[src/tmsr_pkg.sv]
// shared constants, state and opcode types for the trimmed-mean spike rejector
package tmsr_pkg;

  localparam int BLOCK_LEN_DEF    = 5;
  localparam int SAMPLE_WIDTH_DEF = 24;
  localparam int SIGMA_W          = 23;
  localparam int SIGMA_RESET      = 256;
  localparam int SPIKE_FACTOR     = 3;

  // block sequencer states
  typedef enum logic [3:0] {
    ST_FILL,
    ST_MIN,
    ST_MAX,
    ST_SUM,
    ST_THR0,
    ST_THR1,
    ST_MUL,
    ST_SUB,
    ST_CMP,
    ST_OUT
  } st_t;

  // shared unit operations
  typedef enum logic [2:0] {
    OP_LT,
    OP_GT,
    OP_ADD,
    OP_SUB,
    OP_MUL,
    OP_MAG_GT
  } alu_op_t;

  // control bundle into the shared unit
  typedef struct packed {
    alu_op_t op;
  } alu_ctl_t;

endpackage

[src/tmsr_alu.sv]
// shared add, subtract, compare and small multiply unit
module tmsr_alu #(
  parameter int W  = 30,
  parameter int CW = 3
) (
  input  tmsr_pkg::alu_ctl_t ctl,
  input  logic signed [W-1:0] a,
  input  logic signed [W-1:0] b,
  input  logic [CW-1:0]       m,
  output logic signed [W-1:0] res,
  output logic                flag
);
  import tmsr_pkg::*;

  logic signed [W+CW:0] prod;
  logic signed [W:0]    mag;
  logic signed [W:0]    b_ext;

  // multiply by a small unsigned count, magnitude for the threshold test
  always_comb begin
    prod  = a * $signed({1'b0, m});
    mag   = a[W-1] ? -{a[W-1], a} : {a[W-1], a};
    b_ext = {b[W-1], b};
  end

  // operation select
  always_comb begin
    res  = a;
    flag = 1'b0;
    case (ctl.op)
      OP_LT:     flag = (a < b);
      OP_GT:     flag = (a > b);
      OP_ADD:    res  = a + b;
      OP_SUB:    res  = a - b;
      OP_MUL:    res  = prod[W-1:0];
      OP_MAG_GT: flag = (mag > b_ext);
      default: begin
        res  = a;
        flag = 1'b0;
      end
    endcase
  end

endmodule

[src/block_trimmed_mean_spike_rejector_top.sv]
// top level: block buffer, sequencer and replay of the trimmed-mean spike rejector
// takes one sample beat per cycle until BLOCK_LEN samples are stored, then is busy
// with a min pass, a max pass, a sum pass, the threshold and then a multiply, subtract
// and compare for each test in the shared unit, then replays BLOCK_LEN result beats,
// one per cycle at best; a new block is taken only once its last beat is issued.
// synchronous active-low reset clears control, valid flags and sets sigma to 256
module block_trimmed_mean_spike_rejector_top #(
  parameter int BLOCK_LEN    = tmsr_pkg::BLOCK_LEN_DEF,
  parameter int SAMPLE_WIDTH = tmsr_pkg::SAMPLE_WIDTH_DEF
) (
  input  logic                           clk,
  input  logic                           rst_n,
  input  logic                           cfg_valid,
  output logic                           cfg_ready,
  input  logic [tmsr_pkg::SIGMA_W-1:0]   cfg_sigma,
  input  logic                           in_valid,
  output logic                           in_ready,
  input  logic signed [SAMPLE_WIDTH-1:0] in_sample,
  input  logic                           in_sample_valid,
  output logic                           out_valid,
  input  logic                           out_ready,
  output logic signed [SAMPLE_WIDTH-1:0] out_sample,
  output logic                           out_keep,
  output logic                           out_spike,
  output logic                           out_last
);
  import tmsr_pkg::*;

  localparam int SW   = SAMPLE_WIDTH;
  localparam int IW   = $clog2(BLOCK_LEN);
  localparam int CW0  = $clog2(BLOCK_LEN + 1);
  localparam int CW   = (CW0 < 2) ? 2 : CW0;
  localparam int BASE = (SW > SIGMA_W + 2) ? SW : SIGMA_W + 2;
  localparam int W    = BASE + CW + 2;
  localparam logic [IW-1:0] LAST_IDX = IW'(BLOCK_LEN - 1);

  // block store and flags
  logic signed [SW-1:0] mem_r [BLOCK_LEN];
  logic [BLOCK_LEN-1:0] vld_r;
  logic [BLOCK_LEN-1:0] spike_r, spike_nxt;

  st_t                  state_r, state_nxt;
  logic [IW-1:0]        idx_r, idx_nxt;
  logic [SIGMA_W-1:0]   sigma_r;
  logic                 have_r, have_nxt;
  logic signed [SW-1:0] best_r, best_nxt;
  logic [IW-1:0]        lo_r, lo_nxt, hi_r, hi_nxt;
  logic signed [W-1:0]  sum_r, sum_nxt, thr_r, thr_nxt, tmp_r, tmp_nxt;
  logic [CW-1:0]        n_r, n_nxt;

  logic                 out_valid_r, out_valid_nxt;
  logic signed [SW-1:0] out_sample_r, out_sample_nxt;
  logic                 out_keep_r, out_keep_nxt;
  logic                 out_spike_r, out_spike_nxt;
  logic                 out_last_r, out_last_nxt;

  logic                 in_beat;
  logic signed [SW-1:0] cur;
  logic                 cur_vld;
  logic signed [W-1:0]  cur_ext, best_ext, sigma_ext;

  alu_ctl_t             alu_ctl;
  logic signed [W-1:0]  alu_a, alu_b, alu_res;
  logic [CW-1:0]        alu_m;
  logic                 alu_flag;

  assign cfg_ready = 1'b1;
  assign in_ready  = (state_r == ST_FILL);
  assign in_beat   = in_valid && in_ready;

  assign out_valid  = out_valid_r;
  assign out_sample = out_sample_r;
  assign out_keep   = out_keep_r;
  assign out_spike  = out_spike_r;
  assign out_last   = out_last_r;

  // current entry under the sequencer
  assign cur       = mem_r[idx_r];
  assign cur_vld   = vld_r[idx_r];
  assign cur_ext   = {{(W - SW){cur[SW-1]}}, cur};
  assign best_ext  = {{(W - SW){best_r[SW-1]}}, best_r};
  assign sigma_ext = {{(W - SIGMA_W){1'b0}}, sigma_r};

  tmsr_alu #(
    .W  (W),
    .CW (CW)
  ) u_alu (
    .ctl  (alu_ctl),
    .a    (alu_a),
    .b    (alu_b),
    .m    (alu_m),
    .res  (alu_res),
    .flag (alu_flag)
  );

  // shared unit operand select
  always_comb begin
    alu_ctl.op = OP_ADD;
    alu_a      = cur_ext;
    alu_b      = best_ext;
    alu_m      = n_r;
    case (state_r)
      ST_MIN:  alu_ctl.op = OP_LT;
      ST_MAX:  alu_ctl.op = OP_GT;
      ST_SUM: begin
        alu_ctl.op = OP_ADD;
        alu_a      = sum_r;
        alu_b      = cur_ext;
      end
      ST_THR0: begin
        alu_ctl.op = OP_MUL;
        alu_a      = sigma_ext;
        alu_m      = CW'(SPIKE_FACTOR);
      end
      ST_THR1: begin
        alu_ctl.op = OP_MUL;
        alu_a      = thr_r;
      end
      ST_MUL:  alu_ctl.op = OP_MUL;
      ST_SUB: begin
        alu_ctl.op = OP_SUB;
        alu_a      = tmp_r;
        alu_b      = sum_r;
      end
      ST_CMP: begin
        alu_ctl.op = OP_MAG_GT;
        alu_a      = tmp_r;
        alu_b      = thr_r;
      end
      default: alu_ctl.op = OP_ADD;
    endcase
  end

  // next state
  always_comb begin
    state_nxt = state_r;
    case (state_r)
      ST_FILL: if (in_beat && idx_r == LAST_IDX) state_nxt = ST_MIN;
      ST_MIN:  if (idx_r == LAST_IDX) state_nxt = ST_MAX;
      ST_MAX:  if (idx_r == LAST_IDX) state_nxt = ST_SUM;
      ST_SUM:  if (idx_r == LAST_IDX) state_nxt = ST_THR0;
      ST_THR0: state_nxt = ST_THR1;
      ST_THR1: state_nxt = ST_MUL;
      ST_MUL:  state_nxt = ST_SUB;
      ST_SUB:  state_nxt = ST_CMP;
      ST_CMP:  state_nxt = (idx_r == LAST_IDX) ? ST_OUT : ST_MUL;
      ST_OUT: begin
        if ((!out_valid_r || out_ready) && idx_r == LAST_IDX) state_nxt = ST_FILL;
      end
      default: state_nxt = ST_FILL;
    endcase
  end

  // datapath and output updates
  always_comb begin
    idx_nxt        = idx_r;
    have_nxt       = have_r;
    best_nxt       = best_r;
    lo_nxt         = lo_r;
    hi_nxt         = hi_r;
    sum_nxt        = sum_r;
    n_nxt          = n_r;
    thr_nxt        = thr_r;
    tmp_nxt        = tmp_r;
    spike_nxt      = spike_r;
    out_valid_nxt  = out_valid_r && !out_ready;
    out_sample_nxt = out_sample_r;
    out_keep_nxt   = out_keep_r;
    out_spike_nxt  = out_spike_r;
    out_last_nxt   = out_last_r;
    case (state_r)
      // gather samples
      ST_FILL: begin
        if (in_beat) begin
          if (idx_r == LAST_IDX) begin
            idx_nxt  = '0;
            have_nxt = 1'b0;
            sum_nxt  = '0;
            n_nxt    = '0;
          end else begin
            idx_nxt = idx_r + 1'b1;
          end
        end
      end
      // earliest minimum, then earliest maximum
      ST_MIN, ST_MAX: begin
        if (cur_vld && (!have_r || alu_flag)) begin
          have_nxt = 1'b1;
          best_nxt = cur;
          if (state_r == ST_MIN) lo_nxt = idx_r;
          else                   hi_nxt = idx_r;
        end
        if (idx_r == LAST_IDX) begin
          idx_nxt  = '0;
          have_nxt = 1'b0;
        end else begin
          idx_nxt = idx_r + 1'b1;
        end
      end
      // sum of the trimmed set
      ST_SUM: begin
        if (cur_vld && idx_r != lo_r && idx_r != hi_r) begin
          sum_nxt = alu_res;
          n_nxt   = n_r + 1'b1;
        end
        idx_nxt = (idx_r == LAST_IDX) ? '0 : idx_r + 1'b1;
      end
      // threshold = 3 * sigma * n
      ST_THR0, ST_THR1: thr_nxt = alu_res;
      // |n*x - sum| > thr, three steps per entry
      ST_MUL, ST_SUB: tmp_nxt = alu_res;
      ST_CMP: begin
        spike_nxt[idx_r] = cur_vld && alu_flag;
        idx_nxt          = (idx_r == LAST_IDX) ? '0 : idx_r + 1'b1;
      end
      // replay the block
      ST_OUT: begin
        if (!out_valid_r || out_ready) begin
          out_valid_nxt  = 1'b1;
          out_sample_nxt = cur_vld ? cur : '0;
          out_keep_nxt   = cur_vld && !spike_r[idx_r];
          out_spike_nxt  = spike_r[idx_r];
          out_last_nxt   = (idx_r == LAST_IDX);
          idx_nxt        = (idx_r == LAST_IDX) ? '0 : idx_r + 1'b1;
        end
      end
      default: idx_nxt = '0;
    endcase
  end

  // control registers
  always_ff @(posedge clk) begin
    if (!rst_n) begin
      state_r     <= ST_FILL;
      idx_r       <= '0;
      have_r      <= 1'b0;
      n_r         <= '0;
      vld_r       <= '0;
      spike_r     <= '0;
      out_valid_r <= 1'b0;
      sigma_r     <= SIGMA_W'(SIGMA_RESET);
    end else begin
      state_r     <= state_nxt;
      idx_r       <= idx_nxt;
      have_r      <= have_nxt;
      n_r         <= n_nxt;
      spike_r     <= spike_nxt;
      out_valid_r <= out_valid_nxt;
      if (in_beat) vld_r[idx_r] <= in_sample_valid;
      if (cfg_valid && cfg_ready) sigma_r <= cfg_sigma;
    end
  end

  // payload registers and sample store
  always_ff @(posedge clk) begin
    best_r       <= best_nxt;
    lo_r         <= lo_nxt;
    hi_r         <= hi_nxt;
    sum_r        <= sum_nxt;
    thr_r        <= thr_nxt;
    tmp_r        <= tmp_nxt;
    out_sample_r <= out_sample_nxt;
    out_keep_r   <= out_keep_nxt;
    out_spike_r  <= out_spike_nxt;
    out_last_r   <= out_last_nxt;
    if (in_beat) mem_r[idx_r] <= in_sample;
  end

`ifndef SYNTHESIS
  // a result beat is never both kept and a spike
  a_keep_spike_excl: assert property (@(posedge clk) disable iff (!rst_n)
    out_valid |-> !(out_keep && out_spike))
    else $error("keep and spike both set");

  // an invalid entry replays as zero
  a_invalid_zero: assert property (@(posedge clk) disable iff (!rst_n)
    (out_valid && !out_keep && !out_spike) |-> (out_sample == '0))
    else $error("invalid entry replayed nonzero");

  // the trimmed set always holds fewer than BLOCK_LEN samples
  a_trim_count: assert property (@(posedge clk) disable iff (!rst_n)
    (state_r == ST_THR0) |-> (n_r < CW'(BLOCK_LEN)))
    else $error("trimmed count too large");

  // the final sample of a block starts the min pass
  a_fill_done: assert property (@(posedge clk) disable iff (!rst_n)
    (in_beat && idx_r == LAST_IDX) |=> (state_r == ST_MIN && idx_r == '0))
    else $error("block not started after final sample");
`endif

endmodule

[config.mk]
export PLATFORM = sky130hd
export DESIGN_NAME = block_trimmed_mean_spike_rejector_top
export DESIGN_NICKNAME = d
export VERILOG_FILES = /design/src/tmsr_pkg.sv /design/src/tmsr_alu.sv /design/src/block_trimmed_mean_spike_rejector_top.sv
export SDC_FILE = /design/constraint.sdc
export NUM_CORES = 1
export LEC_CHECK = 0
export BUFFER_PORTS_ARGS = -buffer_cell sky130_fd_sc_hd__buf_2
export CORE_UTILIZATION = 35
export DETAILED_ROUTE_END_ITERATION = 6
export GPL_TIMING_DRIVEN = 0
export REMOVE_ABC_BUFFERS = 1
export SETUP_SLACK_MARGIN = 0.1
export SLEW_MARGIN = 0
export SYNTH_ARGS = -nofsm -noshare
export SYNTH_HDL_FRONTEND = slang
export SYNTH_SLANG_ARGS = --single-unit
[constraint.sdc]
create_clock -name clk -period 11.4 [get_ports clk]
set_input_delay 1.14 -clock clk [delete_from_list [all_inputs] [get_ports clk]]
set_output_delay 1.14 -clock clk [all_outputs]
set_load 0.005 [all_outputs]
==> results.cfg <==
[timing]
drv_slew = 0
setup_tns_ns = 0
fmax_mhz = 105
finalHoldViolations = 0
setup_viol = 0
tightestPinTransition_ns = 1.25
max-slew-margin-rel_pct = 16.4
hold_slack_ns = 0.476
finalCritPeriodShare_pct = 83.4
finalCriticalPeriod_ns = 9.51
skew_ns = 0.0283
rsz0062_at_grt = false

[routing]
num_vias = 17212
drc = 3
drt_iter0_drc = 1909
drtAntennaViolNets = 0
via_per_inst = 5.80
drt-total-wl_um = 66100
wl_per_cell_um = 22.3
dr.pass1.iters = 7

[power]
irDropWorstVdd_mv = 0.101
p_leak_nw = 9.16
pwr_density_cell_mw_per_mm2 = 133

[layout]
area_delta_synth_final_pct = 10.9
final_cell_mix = edfxtp_1 (267), inv_1 (229), nor2_1 (184)
final_util_pct = 39.2
antenna_cells = 0
fillers = 5927
fin_cells = 2967
layout-drive-gt1-share_pct = 10.7
layout.nets = 2395
mostFrequentLayoutCell = edfxtp_1

[floorplan]
die_w_um = 249
start_util_pct = 35.4
coreArea_mm2 = 0.0604
io-pin-count = 83
dieHeight_um = 249
die-area_mm2 = 0.0620
rows = 90

[placed_design]
gp_congestion = 0.942
port-buffer-count = 81
hpwlAfterDp_um = 49500
dp_cells = 2916

[setup_path]
reg2reg_setup_slack_ns = 1.89
startpoint_type = register
required_ns = 11.67
end_kind = register
crit_type = register to register
path_max_fanout = 23
arrival_ns = 9.77

[grt]
grt_antenna_before_repair = 1
grt_pass1_vias = 16973
track_usage_pct = 21.0
grt_start_max_net_pins = 50
grt_pass1_wl_um = 101000
grt-ovfl-total = 0

[flow_run]
cap_violations = 0

[cts]
cts_hold_buf = 0
cts_resized = 0
numCtsBuffers = 28
cts_tree = done
clock_sinks = 315
clkLatencyLatePin_ns = 0.58
cts_root_buffer = clkbuf_16
cts_buffer_depth = 3
post_cts_buffers = 0
clk_pin_slew_ns = 0.07
h-tree-depth = 1

[synthesis]
yosysUniqueCellTypes = 92
synth-seq-cells = 315
ys.flop_type = edfxtp_1
yosysSeqAreaShare_pct = 42.1
synth-edff-count = 267
ys_warn_count = 0
synthArstFlopShare_pct = 0
postSynthAreaPerCell_um2 = 9.97
syn_area_mm2 = 0.0213
syn_inst = 2140

[run_status]
violations = DRC
outcome = complete, but fails checks

[min_path]
hold_class = register to register
logic make-up (layout without fill, tap and decap cells):
logic type | Yosys count | count (layout) | share of synthesized area [%]
simple gates | 576 | 576 | 13.0
compound gates | 561 | 561 | 18.4
buf+inv | 347 | 392 | 6.26
flops | 315 | 315 | 42.1
fa+ha+maj | 178 | 178 | 11.5
mux | 91 | 91 | 5.86
xor+xnor | 70 | 70 | 2.87
other cells | 2 | 2 | 0.0352
state kept, by name, summed over array words and instances (netlist names), 3 cells and up, named ones only:
name and count:
vld_r 5, mem_r 120, tmp_r 30, idx_r 3, thr_r 30, n_r 3
lo_r 3, sum_r 30, sigma_r 23, hi_r 3, out_sample 24, best_r 24
spike_r 5, state_r 4
cell usage after synthesis, drive strengths merged, types with 14 or more instances:
library cell | number | area share [%]
a21o | 30 | 1.1
nor2b | 38 | 1.1
xnor2 | 57 | 2.3
nor3 | 34 | 0.80
clkbuf | 84 | 1.5
a31oi | 32 | 0.94
mux2i | 63 | 3.0
ha | 149 | 8.7
a221o | 22 | 1.0
nor2 | 190 | 3.3
nand2 | 141 | 2.5
o221ai | 14 | 0.57
o211ai | 19 | 0.67
inv | 232 | 4.1
and2 | 24 | 0.70
a222oi | 39 | 1.8
fa | 29 | 2.7
edfxtp | 267 | 38
a21oi | 112 | 2.6
buf | 31 | 0.70
a22oi | 16 | 0.56
dfxtp | 48 | 4.5
o21ai | 125 | 3.0
mux4 | 26 | 2.7
nand3b | 14 | 0.49
nand3 | 44 | 1.0
o31ai | 17 | 0.62
nand2b | 21 | 0.65
nand4 | 15 | 0.47
through the flow:
step	power [mW]	worst slack (ns)	area, µm²
floorplan	1.97	0.754	20900
detailed placement	2.27	2.12	22800
global route	3.28	1.55	23700
global placement	2.24	-9.10	22300
finish	3.14	1.89	23700
CTS	3.15	2.11	23700
path summary, 6_finish.rpt:
path	from	endpoint	depth (start not counted)
hold / removal	spike_r[0]$_SDFFE_PN0P_	spike_r[0]$_SDFFE_PN0P_	2
setup / recovery	state_r[3]$_SDFFE_PN0P_	best_r[12]$_DFFE_PP_	21
hold reg to reg	spike_r[0]$_SDFFE_PN0P_	spike_r[0]$_SDFFE_PN0P_	2
setup reg to reg	state_r[3]$_SDFFE_PN0P_	best_r[12]$_DFFE_PP_	21
critical path, cell delays in order, from the launching register on:
cell and delay [ns]:
dfxtp_1 0.98, nand4b_2 0.77, nand2_1 0.87, a221o_1 0.55, o21ai_1 0.61, ha_1 0.38, nand4_1 0.27, nor4_1 0.64
nand2_1 0.30, o31ai_1 0.33, xnor2_1 0.11, ha_1 0.33, nand4_1 0.16, or4_1 0.64, a21oi_1 0.14, o21ai_0 0.27
nand3_1 0.18, nor2_1 0.05, a211o_1 0.28, o211a_1 0.27, a221oi_4 0.79, buf_16 0.24
power breakdown:
part	switching [mW]	total (mW)	internal, mW
clock	0.431	0.887	0.456
sequential	0.0264	1.34	1.31
combinational	0.592	0.921	0.329
total	1.05	3.14	2.09
layer usage:
layer | routed length [µm] | vias up | global-route usage [%]
met3 | 4250 | 121 | 2.38
met5 | 12 | - | 0
met4 | 2170 | 2 | 6.87
met2 | 31200 | 656 | 34.9
li1 | - | 7947 | -
met1 | 28400 | 8486 | 28.5
layout make-up:
cell class	instances	area [µm²]	share of cell area [%]
multi-input combinational	1478	11200	47.2
tap	782	978	4.13
clock buffer	35	727	3.07
timing repair buffer	109	830	3.50
clock inverter	16	98.8	0.418
sequential	315	8980	38.0
inverter	232	871	3.68
(Power assumes the default switching activity.)
